==> config.mk <==
export PLATFORM = sky130hd
export DESIGN_NAME = nfa_sa_ctrl
export DESIGN_NICKNAME = d
export VERILOG_FILES = /design/src/sv/nfa_sa_pkg.sv /design/src/sv/nfa_sa_ctrl.sv
export SDC_FILE = /design/constraint.sdc
export NUM_CORES = 1
export LEC_CHECK = 0
export ABC_AREA = 1
export BUFFER_PORTS_ARGS = -buffer_cell sky130_fd_sc_hd__buf_4
export CAP_MARGIN = 20
export CORE_AREA = 2 2 39 41
export CTS_CLUSTER_DIAMETER = 150
export DETAILED_ROUTE_END_ITERATION = 12
export DIE_AREA = 0 0 41 43
export GPL_ROUTABILITY_DRIVEN = 1
export GPL_TIMING_DRIVEN = 0
export HOLD_SLACK_MARGIN = 0.05
export SLEW_MARGIN = 20
export SYNTH_ARGS = -nofsm -noshare
export SYNTH_HDL_FRONTEND = slang
export SYNTH_SLANG_ARGS = --single-unit
==> constraint.sdc <==
create_clock -name clk -period 2.4 [get_ports clk]
set_input_delay 0.36 -clock clk [delete_from_list [all_inputs] [get_ports clk]]
set_output_delay 0.36 -clock clk [all_outputs]
set_load 0.02 [all_outputs]
==> src/sv/nfa_sa_pkg.sv <==
package nfa_sa_pkg;

  localparam int NUM_STATES  = 16;
  localparam int NUM_SYMBOLS = 26;
  localparam int TABLE_DEPTH = NUM_STATES * NUM_SYMBOLS;

  localparam int STATE_W  = 4;
  localparam int SYMBOL_W = 5;
  localparam int SET_W    = 16;
  localparam int ADDR_W   = $clog2(TABLE_DEPTH);
  localparam int Q_W      = $clog2(NUM_STATES);

  localparam int IN_TDATA_W  = 16;
  localparam int OUT_TDATA_W = 24;
  localparam int CFG_DATA_W  = 16;

  typedef enum logic [1:0] {
    MODE_EDGE   = 2'd0,
    MODE_BEGIN  = 2'd1,
    MODE_SYMBOL = 2'd2,
    MODE_END    = 2'd3
  } mode_t;

  typedef enum logic {
    CFG_INIT_STATE = 1'b0,
    CFG_FINAL_MASK = 1'b1
  } cfg_idx_t;

  typedef struct packed {
    logic load;
    logic clear_step;
    logic edge_rd;
    logic edge_wr;
    logic scan_rd;
    logic commit;
  } nfa_cmd_t;

  typedef struct packed {
    logic clear_last;
    logic scan_last;
    logic out_free;
  } nfa_sts_t;

endpackage

==> src/sv/nfa_sa_ctrl.sv <==
module nfa_sa_ctrl (
  input  logic                clk,
  input  logic                rst_n,
  input  logic                in_tvalid,
  output logic                in_tready,
  input  nfa_sa_pkg::mode_t   in_mode,
  input  nfa_sa_pkg::nfa_sts_t sts,
  output nfa_sa_pkg::nfa_cmd_t cmd
);
  import nfa_sa_pkg::*;

  typedef enum logic [6:0] {
    S_CLEAR   = 7'b0000001,
    S_IDLE    = 7'b0000010,
    S_EDGE_RD = 7'b0000100,
    S_EDGE_WR = 7'b0001000,
    S_SCAN    = 7'b0010000,
    S_DRAIN   = 7'b0100000,
    S_RESP    = 7'b1000000
  } state_t;

  state_t state_r, state_nxt;

  assign in_tready = (state_r == S_IDLE);

  always_comb begin
    state_nxt = state_r;
    cmd       = '0;
    unique case (state_r)
      S_CLEAR: begin
        cmd.clear_step = 1'b1;
        if (sts.clear_last) state_nxt = S_IDLE;
      end
      S_IDLE: begin
        if (in_tvalid) begin
          cmd.load = 1'b1;
          unique case (in_mode)
            MODE_EDGE:   state_nxt = S_EDGE_RD;
            MODE_SYMBOL: state_nxt = S_SCAN;
            default:     state_nxt = S_RESP;
          endcase
        end
      end
      S_EDGE_RD: begin
        cmd.edge_rd = 1'b1;
        state_nxt   = S_EDGE_WR;
      end
      S_EDGE_WR: begin
        cmd.edge_wr = 1'b1;
        state_nxt   = S_RESP;
      end
      S_SCAN: begin
        cmd.scan_rd = 1'b1;
        if (sts.scan_last) state_nxt = S_DRAIN;
      end
      S_DRAIN: begin
        state_nxt = S_RESP;
      end
      S_RESP: begin
        // hold the result until the output register frees up
        if (sts.out_free) begin
          cmd.commit = 1'b1;
          state_nxt  = S_IDLE;
        end
      end
      default: state_nxt = S_CLEAR;
    endcase
  end

  always_ff @(posedge clk) begin
    if (!rst_n) begin
      state_r <= S_CLEAR;
    end else begin
      state_r <= state_nxt;
    end
  end

endmodule

=== After elaboration in Yosys (flattened, before gate mapping) ===
Index checks and enable logic that the tools add are counted.

* Bits in read-only memories: 0
* Flip-flop bits (word level): 7
* RAM bits: 0
* Bits of input ports: 8
* Bits in latches: 0
* Memories: 0

* Shift operators: 0
* Multiply operators: 0
* Magnitude comparators: 0
* Reduce and logical (&&, ||, !) cells: 3
* Bitwise logic cells: 0
* Equality and inequality tests: 12
* Divide/modulo/power cells: 0
* Add/sub/neg operators: 0
* Mux-type cells: 14

{| class="wikitable"
|+ Operators by type and width
! operator !! number
|-
| 7-bit case mux with 6 select lines || 1
|-
| 7-bit two-way mux || 4
|-
| 7-bit case mux with 2 select lines || 1
|-
| 1-bit two-way mux || 8
|-
| 2-bit != test, second input constant || 4
|-
| 7-bit by 1-bit == test with 1-bit output, second input constant || 1
|-
| 7-bit by 2-bit == test with 1-bit output, second input constant || 1
|-
| 7-bit by 3-bit == test with 1-bit output, second input constant || 1
|-
| 7-bit by 4-bit == test with 1-bit output, second input constant || 1
|-
| 7-bit by 5-bit == test with 1-bit output, second input constant || 1
|-
| 7-bit by 6-bit == test with 1-bit output, second input constant || 1
|-
| 7-bit == test, second input constant || 1
|-
| 4-bit AND reduction || 1
|-
| 2-bit == test, second input constant || 1
|-
| 2-bit logical NOT || 1
|-
| 2-bit OR reduction || 1
|}

=== Depth between registers and ports, before layout ===
* Word-level depth: 4
* Depth in mapped cells: 9

=== Worst setup path before layout ===
OpenSTA, ideal clock, no wires.

* Path kind: register to output
* Start point: register state_r[4]
* End point: output port cmd[0] (netlist name)
* Stages on the path, launching flop included: 4
* Slack: 1.034 ns
* Data required time: 2.040 ns
* Arrival: 1.006 ns
* Path through: dfxtp_1 inv_2 nand3_2 nor3_1

{| class="wikitable"
|+ RTL lines
! what !! line !! text
|-
| start: declaration || nfa_sa_ctrl.sv:22 || <nowiki>state_t state_r, state_nxt;</nowiki>
|-
| start signal: assignment || nfa_sa_ctrl.sv:74 || <nowiki>state_r <= state_nxt;</nowiki>
|-
| end: declaration || nfa_sa_ctrl.sv:8 || <nowiki>output nfa_sa_pkg::nfa_cmd_t cmd</nowiki>
|}

==> metrics.md <==
| Metric | Value |
|---|---|
| Status | complete, no violations |
| HP Start | rst_n |
| Largest registers | state_r x7 |
| Syn_nets | 93 |
| Req. time, crit path | 2.04 ns |
| Die area | 1760 um^2 |
| Post-CTS Setup Bufs | 0 |
| R2r startpoint | state_r[3] |
| Slew margin rel. | 83.5% |
| GPL Wtd Cong | 0.742 |
| Via density | 4.61 |
| Count leader, synth | nor2_1 |
| Cells after Synth | 85 |
| DR vias | 549 |
| Number of register bits inferred by synthesis | 7 |
| Detailed-route wire length per cell | 9.39 um |
| I/O Buffers | 14 |
| PwrDens | 897 nW/um^2 |
| FP Rows | 14 |
| All-Layer GR Usage | 15.4% |
| # nets final | 112 |
| Clock Power Share | 16.9% |
| Flop pwr share | 27.8% |
| Setup TNS | 0 ns |
| WS Path Type | reg2out |
| Crit. End Element | output port |
| Synth cell types | 14 |
| Placement Cell Area | 651 um^2 |
| CTS sink count | 7 |
| Top_reg_cell synth | dfxtp_1 |
| Area Overhead vs Synth | 28.8% |
| Share of cells above drive strength 1 | 37.9% |
| Core area | 1380 um^2 |
| Worst Tran Pin Value | 0.247 ns |
| Max layer used | met4 |
| DR iter-0 viols | 4 |
| Synth Cell Area | 526 um^2 |
| Tmin final | 1.62 ns |
| Internal | 0.332 mW |
| Post-synth EDFFs | 0 |
| Post-DP HPWL | 954 um |
| Skew final | 0.00226 ns |
| Reg clk slew, reported paths | 0.05 ns |
| Wire length on met1 | 506 um |
| DRC | 0 |
| I/O pins | 15 |
| Max Root-Sink Buffers | 2 |
| Placed Cells | 115 |
| CTS Hold Bufs | 0 |
| WP data arrival | 1.26 ns |
| Logic gate share of total power | 55.3% |
| Largest reg by FF count | state_r |
| P_sw | 0.276 mW |
| Hold Path End | state_r[0] |
| Final hold vios | 0 |
| Async SR Flop Fraction | 0% |
| Initial antenna violation count | 0 |
| Largest net degree at the start of global routing | 7 |
| Leak | 0.381 nW |
| Commonest cells in the netlist | nor2_1, nand2_1, inv_1, dfxtp_1, nand2_2 |
| Final Non-Filler Cells | 119 |
| # setup viols final | 0 |
| Ant diodes | 0 |
| Hold depth | 2 |
| Fin. max-slew vios | 0 |
| Area contributors post-synth | dfxtp_1, nor2_1, nand2_1, inv_1, nand2_2 |
| Routed wire length | 1120 um |
| Setup slack, reg-to-reg | 1.17 ns |
| Initial Utilization | 38.0% |
| Synth top area share | 26.7% |
| Post-route ant nets | 0 |
| Final period util | 67.5% |
| Seq/Total Area, Yosys | 26.7% |
| Peak supply drop | 370 uV |
| Path depth of the worst reg2reg path | 9 |
| CTS Buf Count | 3 |
| Finished Cell Area | 677 um^2 |
| RSZ-0062 raised after global routing | no |
| Die Y | 43 um |
| Wire length on met2 | 529 um |
| RR Endpoint | state_r[1] |
| Max Cap Viol | 0 |
| Startpoint Class | flop |
| Drt pass-1 iters | 4 |
| Clock latency on the worst-skew pair | 0.24 ns |
| Avg Cell Area, Syn | 6.18 um^2 |
| Max reg flops | 7 |
| Pwr Total | 0.607 mW |
| Die width | 41 um |
| Max FO, Critical Path | 5 |
| YS warnings | 0 |
| GR Overflow Total | 0 |
| Post-synth top area cell | dfxtp_1 |
| Root buffer cell | clkbuf_4 |
| Htree depth | 1 |
| CTS tree | yes |
| WL met3 | 74 um |
| CTS resizes | 0 |
| Number of global-route vias before repair | 474 |
| Hold Crit Class | in2reg |
| First-pass GRT wire length | 1790 um |
| Switching Share | 45.4% |
| Max Freq | 618 MHz |
-- metal layers --
| metal | track usage [%] | vias up |
|---|---|---|
| met5 | 0 | - |
| met4 | 12.0 | 0 |
| li1 | - | 296 |
| met1 | 20.1 | 236 |
| met3 | 1.57 | 2 |
| met2 | 21.9 | 15 |
-- cells by family (layout without fill, tap and decap cells) --
family                 count (synthesis)  count (layout)  synth area share, %
buffers and inverters                 17              35                 12.1
AND/OR/NAND/NOR                       60              60                 60.2
AO/OA/AOI/OAI                          1               1                0.951
flip-flops                             7               7                 26.7
-- per-stage QoR --
| step | setup slack, ns | hold slack [ns] | utilization, % |
|---|---|---|---|
| finish | 0.781 | 0.350 | 48.9 |
| global route | 0.644 | 0.347 | 48.9 |
| CTS | 0.739 | 0.348 | 48.9 |
| detailed placement | 1.02 | 0.530 | 47.0 |
| global placement | 1.04 | 0.529 | 47.0 |
| floorplan | 1.03 | 0.445 | - |
-- layout by cell type (no fill, tap or decap) --
cell type	n
nor2_4	3
nand3_2	4
nor3_1	2
nor2_2	2
nand4_1	2
o21ai_1	1
clkbuf_1	1
nand2_1	13
dfxtp_1	7
nand2_2	7
inv_2	5
clkbuf_4	3
buf_4	14
inv_1	12
nor2_1	20
nand3_1	6
nor3_2	1
-- cell type report --
cell class	count	area, um^2
Clock buffer	4	26.3
Fill cell	168	707
Inverter	17	63.8
Multi-Input combinational cell	61	322
Sequential cell	7	140
Tap cell	16	20.0
Timing Repair Buffer	14	105
-- worst max-delay path by stage --
stage                     startpoint  endpoint  slack, ns  cells past startpoint
after floorplan           state_r[4]    cmd[0]       1.03                      3
after global placement    state_r[6]    cmd[3]       1.04                      6
after detailed placement  state_r[5]    cmd[3]       1.02                      6
after CTS                 state_r[5]    cmd[3]       0.74                      6
after global routing      state_r[5]    cmd[3]       0.64                      6
final                     state_r[5]    cmd[3]       0.78                      6
-- power by group through the flow --
stage | clock network [mW] | logic, mW | registers [mW]
floorplan | 0 | 0.252 | 0.166
global placement | 0 | 0.335 | 0.170
detailed placement | 0 | 0.338 | 0.171
CTS | 0.110 | 0.340 | 0.169
global route | 0.116 | 0.378 | 0.172
finish | 0.102 | 0.336 | 0.169
-- worst max-delay path, cell delays in order, from the launching register on --
cell and delay, ns:
dfxtp_1 0.31, inv_2 0.10, nand2_2 0.07, nor2_4 0.15, nand4_1 0.15, inv_1 0.09, buf_4 0.13
(Power assumes the default switching activity.)
